===== src/rtl/core/arpc_pkg.sv =====
// ----------------------------------------------------------------------------
// arpc_pkg
// Shared types and constants of the ARP cache engine: operation codes,
// sequencer states, ARP header values and controller/datapath buses.
// ----------------------------------------------------------------------------
package arpc_pkg;

  localparam int unsigned IP_W  = 32;
  localparam int unsigned MAC_W = 48;
  localparam int unsigned TMR_W = 8;
  localparam int unsigned IDX_W = 3;

  localparam logic [15:0]      HW_TYPE_ETH    = 16'h0001;
  localparam logic [15:0]      PROTO_IPV4     = 16'h0800;
  localparam logic [7:0]       HW_LEN_ETH     = 8'h06;
  localparam logic [7:0]       PROTO_LEN_IPV4 = 8'h04;
  localparam logic [15:0]      ARP_OP_REQUEST = 16'd1;
  localparam logic [15:0]      ARP_OP_REPLY   = 16'd2;
  localparam logic [MAC_W-1:0] BROADCAST_MAC  = 48'hFFFF_FFFF_FFFF;
  localparam logic [TMR_W-1:0] LIFETIME_RST   = 8'hFF;

  // Configuration register indexes (paddr[4:3])
  localparam logic [1:0] REG_OWN_IP   = 2'd0;
  localparam logic [1:0] REG_OWN_MAC  = 2'd1;
  localparam logic [1:0] REG_LIFETIME = 2'd2;

  typedef enum logic [1:0] {
    OP_RESOLVE = 2'd0,
    OP_LEARN   = 2'd1,
    OP_TICK    = 2'd2,
    OP_ARP     = 2'd3
  } op_e;

  typedef enum logic [2:0] {
    ST_IDLE,
    ST_SCAN,
    ST_LAST,
    ST_ACT,
    ST_DONE
  } state_e;

  typedef struct packed {
    logic load;     // capture request, restart search
    logic scan_rd;  // read entry at scan pointer, advance
    logic act;      // write learned entry, read matched MAC
    logic emit;     // load result register
  } cmd_t;

  typedef struct packed {
    logic scan_last;  // scan pointer at last entry
    logic out_free;   // result register can take a new result
  } sts_t;

endpackage


===== src/rtl/core/arpc_ctrl.sv =====
// ----------------------------------------------------------------------------
// arpc_ctrl
// Sequencer of the ARP cache engine: accepts one request, steps the table
// scan, triggers the update and hands the result to the output register.
// ----------------------------------------------------------------------------
module arpc_ctrl (
  input  logic          clk_i,
  input  logic          rst_ni,
  input  logic          in_valid_i,
  output logic          in_stall_o,
  input  arpc_pkg::sts_t sts_i,
  output arpc_pkg::cmd_t cmd_o
);
  import arpc_pkg::*;

  state_e state_q, state_d;

  always_ff @(posedge clk_i or negedge rst_ni) begin
    if (!rst_ni) begin
      state_q <= ST_IDLE;
    end else begin
      state_q <= state_d;
    end
  end

  always_comb begin
    state_d = state_q;
    unique case (state_q)
      ST_IDLE: begin
        if (in_valid_i) state_d = ST_SCAN;
      end
      ST_SCAN: begin
        if (sts_i.scan_last) state_d = ST_LAST;
      end
      ST_LAST: state_d = ST_ACT;
      ST_ACT:  state_d = ST_DONE;
      ST_DONE: begin
        if (sts_i.out_free) state_d = ST_IDLE;
      end
      default: state_d = ST_IDLE;
    endcase
  end

  always_comb begin
    cmd_o      = '0;
    in_stall_o = 1'b1;
    unique case (state_q)
      ST_IDLE: begin
        in_stall_o  = 1'b0;
        cmd_o.load  = in_valid_i;
      end
      ST_SCAN: cmd_o.scan_rd = 1'b1;
      ST_LAST: ;
      ST_ACT:  cmd_o.act = 1'b1;
      ST_DONE: cmd_o.emit = sts_i.out_free;
      default: ;
    endcase
  end

endmodule


===== src/rtl/core/arpc_dpath.sv =====
// ----------------------------------------------------------------------------
// arpc_dpath
// Datapath of the ARP cache engine: request registers, entry memories with
// valid bits, pipelined compare stage, update logic and result register.
// ----------------------------------------------------------------------------
module arpc_dpath #(
  parameter int unsigned TABLE_ENTRIES = 8
) (
  input  logic                        clk_i,
  input  logic                        rst_ni,
  input  arpc_pkg::cmd_t              cmd_i,
  output arpc_pkg::sts_t              sts_o,
  input  logic [1:0]                  operation_i,
  input  logic [arpc_pkg::IP_W-1:0]   ip_addr_i,
  input  logic [arpc_pkg::MAC_W-1:0]  mac_addr_i,
  input  logic [arpc_pkg::IP_W-1:0]   target_ip_i,
  input  logic [15:0]                 arp_opcode_i,
  input  logic [15:0]                 hw_type_i,
  input  logic [15:0]                 proto_type_i,
  input  logic [7:0]                  hw_len_i,
  input  logic [7:0]                  proto_len_i,
  input  logic [arpc_pkg::IP_W-1:0]   own_ip_i,
  input  logic [arpc_pkg::MAC_W-1:0]  own_mac_i,
  input  logic [arpc_pkg::TMR_W-1:0]  lifetime_i,
  input  logic                        out_stall_i,
  output logic                        out_valid_o,
  output logic                        hit_o,
  output logic [arpc_pkg::IDX_W-1:0]  entry_index_o,
  output logic [arpc_pkg::MAC_W-1:0]  dest_mac_o,
  output logic [arpc_pkg::MAC_W-1:0]  source_mac_o,
  output logic                        learned_o,
  output logic                        dropped_full_o,
  output logic                        send_reply_o
);
  import arpc_pkg::*;

  localparam int unsigned IW = (TABLE_ENTRIES > 1) ? $clog2(TABLE_ENTRIES) : 1;
  localparam int unsigned CW = $clog2(TABLE_ENTRIES + 1);
  localparam logic [CW-1:0] LAST_IDX = CW'(TABLE_ENTRIES - 1);

  // entry memories
  logic [IP_W-1:0]  ip_mem  [TABLE_ENTRIES];
  logic [MAC_W-1:0] mac_mem [TABLE_ENTRIES];
  logic [TMR_W-1:0] tmr_mem [TABLE_ENTRIES];
  logic [TABLE_ENTRIES-1:0] vld_q;

  // request
  op_e              op_q;
  logic [IP_W-1:0]  ip_q;
  logic [MAC_W-1:0] mac_q;
  logic             pkt_ok_q, is_req_q;
  logic             pkt_ok, learn_en, arp_req;

  // scan and compare stage
  logic [CW-1:0]    scan_q;
  logic             cmp_vld_q, cmp_live_q;
  logic [IW-1:0]    cmp_idx_q;
  logic [IP_W-1:0]  ip_rd_q;
  logic [TMR_W-1:0] tmr_rd_q;
  logic [IP_W-1:0]  ent_ip;
  logic [TMR_W-1:0] ent_tmr;

  // search results
  logic             found_q, free_q;
  logic [IW-1:0]    found_idx_q, free_idx_q;
  logic [MAC_W-1:0] mac_rd_q;
  logic [IW-1:0]    tgt_idx;
  logic             tgt_ok;

  // timer write port
  logic             tmr_we;
  logic [IW-1:0]    tmr_wa;
  logic [TMR_W-1:0] tmr_wd;
  logic             ent_we;

  // result register
  logic             out_valid_q;
  logic             res_hit, res_learned, res_dropped, res_reply;
  logic [IDX_W-1:0] res_idx;
  logic [MAC_W-1:0] res_dest;

  assign pkt_ok = (hw_type_i == HW_TYPE_ETH) && (proto_type_i == PROTO_IPV4) &&
                  (hw_len_i == HW_LEN_ETH) && (proto_len_i == PROTO_LEN_IPV4) &&
                  (target_ip_i == own_ip_i) &&
                  ((arp_opcode_i == ARP_OP_REQUEST) || (arp_opcode_i == ARP_OP_REPLY));

  always_ff @(posedge clk_i) begin
    if (cmd_i.load) begin
      op_q     <= op_e'(operation_i);
      ip_q     <= ip_addr_i;
      mac_q    <= mac_addr_i;
      pkt_ok_q <= pkt_ok;
      is_req_q <= (arp_opcode_i == ARP_OP_REQUEST);
    end
  end

  assign learn_en = (op_q == OP_LEARN) || ((op_q == OP_ARP) && pkt_ok_q);
  assign arp_req  = (op_q == OP_ARP) && pkt_ok_q && is_req_q;

  // scan pointer
  always_ff @(posedge clk_i or negedge rst_ni) begin
    if (!rst_ni) begin
      scan_q    <= '0;
      cmp_vld_q <= 1'b0;
    end else begin
      if (cmd_i.load) begin
        scan_q <= '0;
      end else if (cmd_i.scan_rd) begin
        scan_q <= scan_q + 1'b1;
      end
      cmp_vld_q <= cmd_i.scan_rd;
    end
  end

  assign sts_o.scan_last = (scan_q == LAST_IDX);

  // registered reads, one entry per cycle
  always_ff @(posedge clk_i) begin
    if (cmd_i.scan_rd) begin
      ip_rd_q    <= ip_mem[scan_q[IW-1:0]];
      tmr_rd_q   <= tmr_mem[scan_q[IW-1:0]];
      cmp_live_q <= vld_q[scan_q[IW-1:0]];
      cmp_idx_q  <= scan_q[IW-1:0];
    end
    if (cmd_i.act) begin
      mac_rd_q <= mac_mem[found_idx_q];
    end
  end

  // entries never written read as zero IP and expired timer
  assign ent_ip  = cmp_live_q ? ip_rd_q  : '0;
  assign ent_tmr = cmp_live_q ? tmr_rd_q : '0;

  always_ff @(posedge clk_i or negedge rst_ni) begin
    if (!rst_ni) begin
      found_q     <= 1'b0;
      free_q      <= 1'b0;
      found_idx_q <= '0;
      free_idx_q  <= '0;
    end else if (cmd_i.load) begin
      found_q     <= 1'b0;
      free_q      <= 1'b0;
      found_idx_q <= '0;
      free_idx_q  <= '0;
    end else if (cmp_vld_q) begin
      if (!found_q && (ent_ip == ip_q)) begin
        found_q     <= 1'b1;
        found_idx_q <= cmp_idx_q;
      end
      if (!free_q && (ent_tmr == '0)) begin
        free_q     <= 1'b1;
        free_idx_q <= cmp_idx_q;
      end
    end
  end

  assign tgt_ok  = found_q || free_q;
  assign tgt_idx = found_q ? found_idx_q : free_idx_q;
  assign ent_we  = cmd_i.act && learn_en && tgt_ok;

  // timer port: age during a tick scan, reload on learn
  always_comb begin
    tmr_we = 1'b0;
    tmr_wa = cmp_idx_q;
    tmr_wd = ent_tmr - 1'b1;
    if (ent_we) begin
      tmr_we = 1'b1;
      tmr_wa = tgt_idx;
      tmr_wd = lifetime_i;
    end else if (cmp_vld_q && (op_q == OP_TICK) && (ent_tmr != '0)) begin
      tmr_we = 1'b1;
    end
  end

  always_ff @(posedge clk_i) begin
    if (tmr_we) begin
      tmr_mem[tmr_wa] <= tmr_wd;
    end
    if (ent_we) begin
      ip_mem[tgt_idx]  <= ip_q;
      mac_mem[tgt_idx] <= mac_q;
    end
  end

  always_ff @(posedge clk_i or negedge rst_ni) begin
    if (!rst_ni) begin
      vld_q <= '0;
    end else if (ent_we) begin
      vld_q[tgt_idx] <= 1'b1;
    end
  end

  // result
  always_comb begin
    res_hit     = 1'b0;
    res_idx     = '0;
    res_dest    = '0;
    res_learned = 1'b0;
    res_dropped = 1'b0;
    res_reply   = 1'b0;
    if (op_q == OP_RESOLVE) begin
      res_hit  = found_q;
      res_idx  = found_q ? IDX_W'(found_idx_q) : '0;
      res_dest = found_q ? mac_rd_q : BROADCAST_MAC;
    end else if (learn_en) begin
      res_hit     = found_q;
      res_idx     = tgt_ok ? IDX_W'(tgt_idx) : '0;
      res_learned = tgt_ok;
      res_dropped = !tgt_ok;
      res_reply   = arp_req;
      res_dest    = arp_req ? mac_q : '0;
    end
  end

  assign sts_o.out_free = !out_valid_q || !out_stall_i;

  always_ff @(posedge clk_i or negedge rst_ni) begin
    if (!rst_ni) begin
      out_valid_q <= 1'b0;
    end else if (cmd_i.emit) begin
      out_valid_q <= 1'b1;
    end else if (!out_stall_i) begin
      out_valid_q <= 1'b0;
    end
  end

  always_ff @(posedge clk_i) begin
    if (cmd_i.emit) begin
      hit_o          <= res_hit;
      entry_index_o  <= res_idx;
      dest_mac_o     <= res_dest;
      source_mac_o   <= own_mac_i;
      learned_o      <= res_learned;
      dropped_full_o <= res_dropped;
      send_reply_o   <= res_reply;
    end
  end

  assign out_valid_o = out_valid_q;

endmodule


===== src/rtl/core/arp_cache_engine.sv =====
// ----------------------------------------------------------------------------
// arp_cache_engine
// ARP cache of IPv4-to-MAC entries with lifetime aging: resolve, learn,
// tick and ARP packet handling over a scanned entry table.
// ----------------------------------------------------------------------------
//
//   Channel  | Direction | Handshake             | Payload
//   ---------+-----------+-----------------------+-------------------------------
//   request  | in        | in_valid_i/in_stall_o | operation, ip/mac, ARP header
//   result   | out       | out_valid_o/out_stall_i | hit, index, MACs, flags
//   config   | in/out    | APB psel/penable      | own_ip, own_mac, entry_lifetime
//
// A request passes through one accept step, one read per entry through the
// single read port of the entry memories, a compare drain step, an
// update/MAC-read step and a result-register load step. The next request
// is taken in the cycle after the result is loaded. Reset
// clears all valid bits at once: the table reads as zero IPs with expired
// timers, no clearing pass. A stalled result holds in the output register;
// the sequencer waits in its final state until the register frees.
// Registers sit at byte address 8*i (64-bit data): own_ip, own_mac, lifetime.
// ----------------------------------------------------------------------------
module arp_cache_engine #(
  parameter int unsigned TABLE_ENTRIES = 8
) (
  input  logic                        clk_i,
  input  logic                        rst_ni,
  // request channel
  input  logic                        in_valid_i,
  output logic                        in_stall_o,
  input  logic [1:0]                  operation_i,
  input  logic [arpc_pkg::IP_W-1:0]   ip_addr_i,
  input  logic [arpc_pkg::MAC_W-1:0]  mac_addr_i,
  input  logic [arpc_pkg::IP_W-1:0]   target_ip_i,
  input  logic [15:0]                 arp_opcode_i,
  input  logic [15:0]                 hw_type_i,
  input  logic [15:0]                 proto_type_i,
  input  logic [7:0]                  hw_len_i,
  input  logic [7:0]                  proto_len_i,
  // result channel
  output logic                        out_valid_o,
  input  logic                        out_stall_i,
  output logic                        hit_o,
  output logic [arpc_pkg::IDX_W-1:0]  entry_index_o,
  output logic [arpc_pkg::MAC_W-1:0]  dest_mac_o,
  output logic [arpc_pkg::MAC_W-1:0]  source_mac_o,
  output logic                        learned_o,
  output logic                        dropped_full_o,
  output logic                        send_reply_o,
  // configuration port
  input  logic                        psel,
  input  logic                        penable,
  input  logic                        pwrite,
  input  logic [4:0]                  paddr,
  input  logic [63:0]                 pwdata,
  output logic [63:0]                 prdata,
  output logic                        pready
);
  import arpc_pkg::*;

  logic [IP_W-1:0]  own_ip_q;
  logic [MAC_W-1:0] own_mac_q;
  logic [TMR_W-1:0] lifetime_q;
  logic             cfg_we;
  logic [1:0]       reg_sel;
  cmd_t             cmd;
  sts_t             sts;

  // Configuration registers: write on the access phase, no wait states.
  assign pready  = 1'b1;
  assign reg_sel = paddr[4:3];
  assign cfg_we  = psel && penable && pwrite;

  always_ff @(posedge clk_i or negedge rst_ni) begin
    if (!rst_ni) begin
      own_ip_q   <= '0;
      own_mac_q  <= '0;
      lifetime_q <= LIFETIME_RST;
    end else if (cfg_we) begin
      unique case (reg_sel)
        REG_OWN_IP:   own_ip_q   <= pwdata[IP_W-1:0];
        REG_OWN_MAC:  own_mac_q  <= pwdata[MAC_W-1:0];
        REG_LIFETIME: lifetime_q <= pwdata[TMR_W-1:0];
        default: ;  // unmapped address: drop
      endcase
    end
  end

  always_comb begin
    unique case (reg_sel)
      REG_OWN_IP:   prdata = 64'(own_ip_q);
      REG_OWN_MAC:  prdata = 64'(own_mac_q);
      REG_LIFETIME: prdata = 64'(lifetime_q);
      default:      prdata = '0;
    endcase
  end

  // Sequencer: accept, scan, update, hand off the result.
  arpc_ctrl u_ctrl (
    .clk_i      (clk_i),
    .rst_ni     (rst_ni),
    .in_valid_i (in_valid_i),
    .in_stall_o (in_stall_o),
    .sts_i      (sts),
    .cmd_o      (cmd)
  );

  // Entry table, search and result register.
  arpc_dpath #(
    .TABLE_ENTRIES (TABLE_ENTRIES)
  ) u_dpath (
    .clk_i          (clk_i),
    .rst_ni         (rst_ni),
    .cmd_i          (cmd),
    .sts_o          (sts),
    .operation_i    (operation_i),
    .ip_addr_i      (ip_addr_i),
    .mac_addr_i     (mac_addr_i),
    .target_ip_i    (target_ip_i),
    .arp_opcode_i   (arp_opcode_i),
    .hw_type_i      (hw_type_i),
    .proto_type_i   (proto_type_i),
    .hw_len_i       (hw_len_i),
    .proto_len_i    (proto_len_i),
    .own_ip_i       (own_ip_q),
    .own_mac_i      (own_mac_q),
    .lifetime_i     (lifetime_q),
    .out_stall_i    (out_stall_i),
    .out_valid_o    (out_valid_o),
    .hit_o          (hit_o),
    .entry_index_o  (entry_index_o),
    .dest_mac_o     (dest_mac_o),
    .source_mac_o   (source_mac_o),
    .learned_o      (learned_o),
    .dropped_full_o (dropped_full_o),
    .send_reply_o   (send_reply_o)
  );

endmodule

===== config.mk =====
export PLATFORM = sky130hd
export DESIGN_NAME = arp_cache_engine
export DESIGN_NICKNAME = d
export VERILOG_FILES = /design/src/rtl/core/arpc_pkg.sv /design/src/rtl/core/arpc_ctrl.sv /design/src/rtl/core/arpc_dpath.sv /design/src/rtl/core/arp_cache_engine.sv
export SDC_FILE = /design/constraint.sdc
export NUM_CORES = 1
export LEC_CHECK = 0
export ABC_AREA = 1
export CELL_PAD_IN_SITES_DETAIL_PLACEMENT = 0
export CELL_PAD_IN_SITES_GLOBAL_PLACEMENT = 2
export CORE_MARGIN = 2
export CORE_UTILIZATION = 35
export CTS_BUF_LIST = sky130_fd_sc_hd__clkbuf_16
export DETAILED_ROUTE_END_ITERATION = 10
export DONT_BUFFER_PORTS = 1
export HOLD_SLACK_MARGIN = 0.06
export PLACE_DENSITY = 0.62
export SLEW_MARGIN = 20
export SYNTH_ARGS = -nofsm -noshare
export SYNTH_HDL_FRONTEND = slang
export SYNTH_SLANG_ARGS = --single-unit

===== constraint.sdc =====
create_clock -name clk_i -period 19.1 [get_ports clk_i]
set_input_delay 1.91 -clock clk_i [delete_from_list [all_inputs] [get_ports clk_i]]
set_output_delay 1.91 -clock clk_i [all_outputs]
set_load 0.05 [all_outputs]

Word level (Yosys, flattened, before mapping)
Memories as Yosys holds them, arrays and structs flattened. A register that Yosys moved wholly into a read port is not among the register bits.
Index checks and enable logic that the tools add are counted.
{"block": "word_totals", "ff_bits": 304, "mem_bits_rw": 704, "inputBits": 254, "out_inout_bits": 170, "wordCells": 150, "n_memories": 3}
{"name": "u_dpath.mac_mem", "depth": 8, "word_bits": 48, "read_ports": 1, "rd_clocked_by_memory_dff": 1, "wr": 1, "line": "arpc_dpath.sv:43", "rtl": "logic [MAC_W-1:0] mac_mem [TABLE_ENTRIES];"}
{"name": "u_dpath.ip_mem", "depth": 8, "word_bits": 32, "read_ports": 1, "rd_clocked_by_memory_dff": 1, "wr": 1, "line": "arpc_dpath.sv:42", "rtl": "logic [IP_W-1:0] ip_mem [TABLE_ENTRIES];"}
{"name": "u_dpath.tmr_mem", "depth": 8, "word_bits": 8, "read_ports": 1, "rd_clocked_by_memory_dff": 1, "wr": 1, "line": "arpc_dpath.sv:44", "rtl": "logic [TMR_W-1:0] tmr_mem [TABLE_ENTRIES];"}
{"block": "op_classes", "n_addsub": 2, "n_lt_le_gt_ge": 3, "n_eq_ne": 22, "muxes": 51, "bitwise_logic": 2, "reduce_logical": 41}
{"op": "2-to-1 mux 48 bit", "n": 4}
{"op": "one-hot mux 48 bit (3 select lines)", "n": 1}
{"op": "equality test 32 bit", "n": 2}
{"op": "2-to-1 mux 3 bit", "n": 15}
{"op": "equality test 16 x 1 -> 1 bit (second input constant)", "n": 2}
{"op": "2-to-1 mux 32 bit", "n": 1}
{"op": "2-to-1 mux 1 bit", "n": 23}
{"op": "equality test 16 x 12 -> 1 bit (second input constant)", "n": 1}
{"op": "equality test 16 x 2 -> 1 bit (second input constant)", "n": 1}
{"op": "equality test 8 x 3 -> 1 bit (second input constant)", "n": 2}
{"op": "logical AND 1 bit", "n": 16}
{"op": "2-to-1 mux 8 bit", "n": 2}
{"op": "one-hot mux 3 bit (5 select lines)", "n": 1}
{"op": "AND reduction 2 bit", "n": 5}
{"op": "zero test 8 bit", "n": 1}
{"op": "< comparator 3 x 4 -> 1 bit (second input constant)", "n": 2}
{"op": "2-to-1 mux 4 bit", "n": 2}
{"op": "OR 8 bit", "n": 1}
{"op": "nonzero test 2 bit", "n": 4}
{"op": "nonzero test 8 bit", "n": 1}
{"op": "subtractor 8 x 1 -> 8 bit (second input constant)", "n": 1}
{"op": "equality test 2 bit (second input constant)", "n": 3}
{"op": "equality test 3 x 2 -> 1 bit (second input constant)", "n": 2}
{"op": "zero test 1 bit", "n": 5}
{"op": "16 further kinds", "n": 23}

Logic depth before layout (Yosys ltp)
{"block": "depth", "ltp_word": 8, "mapped_depth": 13}

By module
From an unflattened synthesis, not the netlist that was laid out.
{"block": "hier_totals", "cells_unflattened": 3518, "hier_area_um2": 43055.0}
{"module": "arpc_dpath", "instances": 1, "cells_per_inst": 2939, "area_per_inst_um2": 38770.9, "seq_area_each_um2": 30068.8}
{"module": "arp_cache_engine", "instances": 1, "cells_per_inst": 548, "area_per_inst_um2": 4087.7, "seq_area_each_um2": 2212.1}
{"module": "arpc_ctrl", "instances": 1, "cells_per_inst": 31, "area_per_inst_um2": 196.4, "seq_area_each_um2": 75.1}

Worst setup path before layout
OpenSTA, ideal clock, no wires.
{"block": "synth_path", "path_kind": "input port to flip-flop", "from": "input port out_stall_i", "to": "register u_dpath.dest_mac_o[0] (netlist bit), enable pin", "setup_time_ps": 566, "arrival_time_ps": 6319, "t_required_ps": 18534, "setup_slack_ps": 12215, "cell_stages": 3, "path_cell_list": "nand2_1 > inv_1 > nor2_1"}
{"item": "start, declared", "line": "arp_cache_engine.sv:41", "rtl": "input logic out_stall_i,"}
{"item": "end signal, assigned", "line": "arpc_dpath.sv:231", "rtl": "dest_mac_o <= res_dest;"}
{"item": "end, declared", "line": "arpc_dpath.sv:29", "rtl": "output logic [arpc_pkg::MAC_W-1:0] dest_mac_o,"}

Final worst setup path
{"block": "layout_path", "from": "input port paddr[4]", "to": "output port prdata[5]"}
{"block": "layout_between", "elab_chain_cells": 2, "elab_cells_between_ends": 4, "classes_between": "eq/ne: 2; mux: 1; reduce/logical: 1"}
{"item": "start, declared", "line": "arp_cache_engine.sv:53", "rtl": "input logic [4:0] paddr,"}
{"item": "equality test 2 bit, or another cell as far along", "line": "arp_cache_engine.sv:89", "rtl": "unique case (reg_sel)"}
{"item": "one-hot mux 48 bit (3 select lines) (*)", "line": "arp_cache_engine.sv:89"}
{"item": "end, declared", "line": "arp_cache_engine.sv:55", "rtl": "output logic [63:0] prdata,"}
Mark *: on every way between the ends. The rest lies on a longest branch, timed or not.

==> results by group <==
Status
  • Outcome: finished clean

Synthesis
  • Synth async-reset ratio: 0.103
  • Largest family of logic cells by synthesized area: simple AND/OR/NAND/NOR gates
  • Top cells by area, synth: edfxtp_1 69%, nor2_1 6.8%, dfrtp_1 6.1%, o21ai_0 5.9%, nand2_1 2.9%
  • Number of synthesized register bits: between 1,000 and 1,500
  • Synth Area in XOR/XNOR: 0.00529
  • Adder-cell share of the synthesized area: 0.000872
  • Mean Syn Cell Area: 12.5 sq um
  • Synth Area in Simple Gates: 0.111
  • Post-synthesis mux area share: 0
  • YS warnings: 0
  • Synth Area in Compound Gates: 0.0964
  • Synth top cells by count: 983 x edfxtp_1, 779 x nor2_1, 509 x o21ai_0, 338 x nand2_1, 124 x inv_1
  • Post-synth EDFFs: 983
  • Count leader, synth: edfxtp_1
  • Syn Std Cell Area: 43,100 sq um
  • Dominant cell type by area after synthesis: edfxtp_1
  • Top FF cell, synth: edfxtp_1
  • Top cell type's share of synthesized area: 0.685
  • Synthesized instance count: 3,442
  • Netlist cell types: around 40
  • Seq/Total Area, Yosys: 0.751

Routing
  • Post-route DRC: 0
  • Total wire length: 118 mm
  • Vias: roughly 26,000
  • Post-DRT Antenna Nets: 0
  • Routed length per instance: 22.9 um
  • Drt first-iter violations: approximately 1,900
  • First-pass DRT Iterations: 5
  • Drt via density: slightly above 5

Global routing
  • Initial antenna violation count: 15
  • Met2 usage in global routing: 0.310
  • Vias in the first global route: roughly 26,000
  • Global routing's busiest layer: met2
  • GR Util All Layers: 0.184
  • Met1 usage in global routing: 0.242
  • GR Overflow Total: 0
  • First-pass GRT wire length: between 150 and 200 mm
  • Met3 usage in global routing: 0.0386
  • Largest net degree at the start of global routing: approximately 110

STA
  • Final setup TNS: 0 ns
  • Clock skew: 0.0140 ns
  • Slew headroom: 0.244
  • Final Hold Violating Endpoints: 0
  • Fmax: about 180 MHz
  • RSZ-0062 raised after global routing: no
  • # setup viols final: 0
  • Count of final max-slew check failures: 0
  • Least-Margin Pin Slew: roughly 1.1 ns
  • Fin crit period: ~5.6 ns
  • Final Cycle Share: 0.295

Worst setup path
  • Crit path DAT: around 3.7 ns
  • R2r endpoint: u_dpath.ip_mem[5][9]
  • R2R depth: 8
  • CP cell instances: nor2_2 -> buf_4 -> inv_1 -> o211ai_1
  • Buf/Inv on CP: 2
  • Worst setup SP type: input port
  • Cell count along the critical path: 4
  • Required time worst endpoint: approximately 17 ns
  • Setup CP Type: input port to output port
  • CP max FO: 21
  • Critical Path Slowest Stage Cell: o211ai_1
  • Crit path to: prdata[5]
  • R2R Setup Slk: 14.81 ns
  • Reg2Reg Launch Point: u_dpath.found_q
  • CP Capture Type: output port
  • Worst Setup SP: paddr[4]
  • Max incr delay on CP: just over 1 ns
  • Cell family with most CP delay: compound AO/OA/AOI/OAI gates

Min path
  • Class of the tightest hold or removal check: register to register

Final layout
  • Fillers: ~11,000
  • Fin nets: ~3,700
  • Fraction of layout cells with a size suffix above 1: 0.0792
  • Design area: 48,600 sq um
  • Syn-to-layout area delta: 12.9%
  • Final non-filler cell total: slightly above 5,000

Floorplanning
  • Num rows: between 100 and 150
  • Die width: about 350 um
  • Die height: 355 um
  • Num ports: 424
  • Initial Util: 0.353
  • DIE AREA: ~130,000 sq um
  • Placeable Area: ~120,000 sq um

Placed design
  • Placed cells: around 5,000
  • I/O Buffers: 0
  • RePlAce Congestion: about 0.80
  • Placed cell area: between 40,000 and 50,000 sq um
  • Hpwl dp: about 65 mm

Pwr
  • Cell Pwr Density: around 140 nW/um^2
  • Leakage power: between 0.015 and 0.02 uW
  • Max VDD drop: a little over 0.00008 V

Job
  • Max-cap violations: 0

CTS
  • Clock Path Buffers: 3
  • Post-CTS Setup Inserts: 0
  • CTS tree: yes
  • Later-pin clock latency in the skew report: roughly 0.70 ns
  • Clk sinks: between 1,000 and 1,500
  • Clk pin slew, worst setup/hold paths: ~0.060 ns
  • Root buffer selected by CTS: clkbuf_16
  • Total CTS buffers: between 100 and 150
  • Htree depth: 3
  • Hold_buf cts: 0
  • Post-CTS sizing: 0
layer usage:
layer / routed length [um] / part of all wire
met5: 65 / 0.00055
met1: 51400 / 0.43
met3: 6980 / 0.059
met2: 57500 / 0.49
met4: 2300 / 0.019
power by group:
group	switching, uW	total (uW)	leakage (uW)	internal, uW
logic	835	1120	0.00449	285
clock network	951	2330	0.00203	1370
registers	278	3290	0.0103	3010
total	2060	6740	0.0168	4670
worst min-delay path by stage:
| stage | from | to | slack [ns] | depth (start not counted) |
|---|---|---|---|---|
| final | own_mac_q[44] | u_dpath.source_mac_o[44] | 0.44 | 0 |
| after global routing | own_mac_q[33] | u_dpath.source_mac_o[33] | 0.46 | 0 |
| after CTS | own_mac_q[44] | u_dpath.source_mac_o[44] | 0.45 | 0 |
| after detailed placement | own_mac_q[47] | u_dpath.source_mac_o[47] | 0.43 | 0 |
| after global placement | own_mac_q[43] | u_dpath.source_mac_o[43] | 0.43 | 0 |
| after floorplan | own_mac_q[32] | u_dpath.source_mac_o[32] | 0.42 | 0 |
state kept, by name, summed over array words and instances, names as in the netlist, 8 cells and up:
signal / cells
u_dpath.mac_mem: 384
u_dpath.ip_mem: 256
u_dpath.tmr_mem: 64
own_mac_q: 48
u_dpath.dest_mac_o: 48
u_dpath.mac_q: 48
u_dpath.mac_rd_q: 48
u_dpath.source_mac_o: 48
own_ip_q: 32
u_dpath.ip_q: 32
u_dpath.ip_rd_q: 32
lifetime_q: 8
u_dpath.tmr_rd_q: 8
u_dpath.vld_q: 8
layout by cell type, fill, tap and decap left out, drive strengths merged:
master and n:
nand2 342, clkinv 52, nor4 13, edfxtp 983
a22o 18, nor2 782, clkinvlp 5, a211oi 2
nand4 13, dfrtp 105, nand3 42, buf 44
ha 3, inv 160, a31oi 93, bufinv 17
a21oi 28, xnor2 20, diode 5, nor3 5
or2 11, o22ai 96, o211ai 6, clkbuf 121
and3 2, nand3b 8, xor2 6, dfstp 8
conb 17, o21ai 520
cell type report:
type	instances	area, sq um	area share
flip-flops and latches	1096	32400	0.665
diodes	5	12.5	0.000257
clock buffers	121	3030	0.0623
inverters	132	507	0.0104
multi-input cells	2027	9390	0.193
clock inverters	102	950	0.0195
well taps	1625	2030	0.0418
repair buffers	44	350	0.00720
cells by family after synthesis:
kind of cell | after synthesis
buffers and inverters | 334
adder cells (fa/ha/maj) | 3
other | 2
AO/OA/AOI/OAI | 763
flip-flops | 1096
AND/OR/NAND/NOR | 1218
XOR/XNOR | 26
stage by stage:
step / hold WS (ns) / power (uW) / util / worst slack, ns
6_report: 0.445 / 6740 / 0.399 / 13.46
2_1_floorplan: 0.425 / 4080 / - / 12.22
3_5_place_dp: 0.432 / 4480 / 0.366 / 13.45
3_3_place_gp: 0.431 / 4450 / 0.366 / 13.47
5_1_grt: 0.455 / 7080 / 0.399 / 13.37
4_1_cts: 0.449 / 6830 / 0.399 / 13.45
Power figures use the tool's default switching activity.
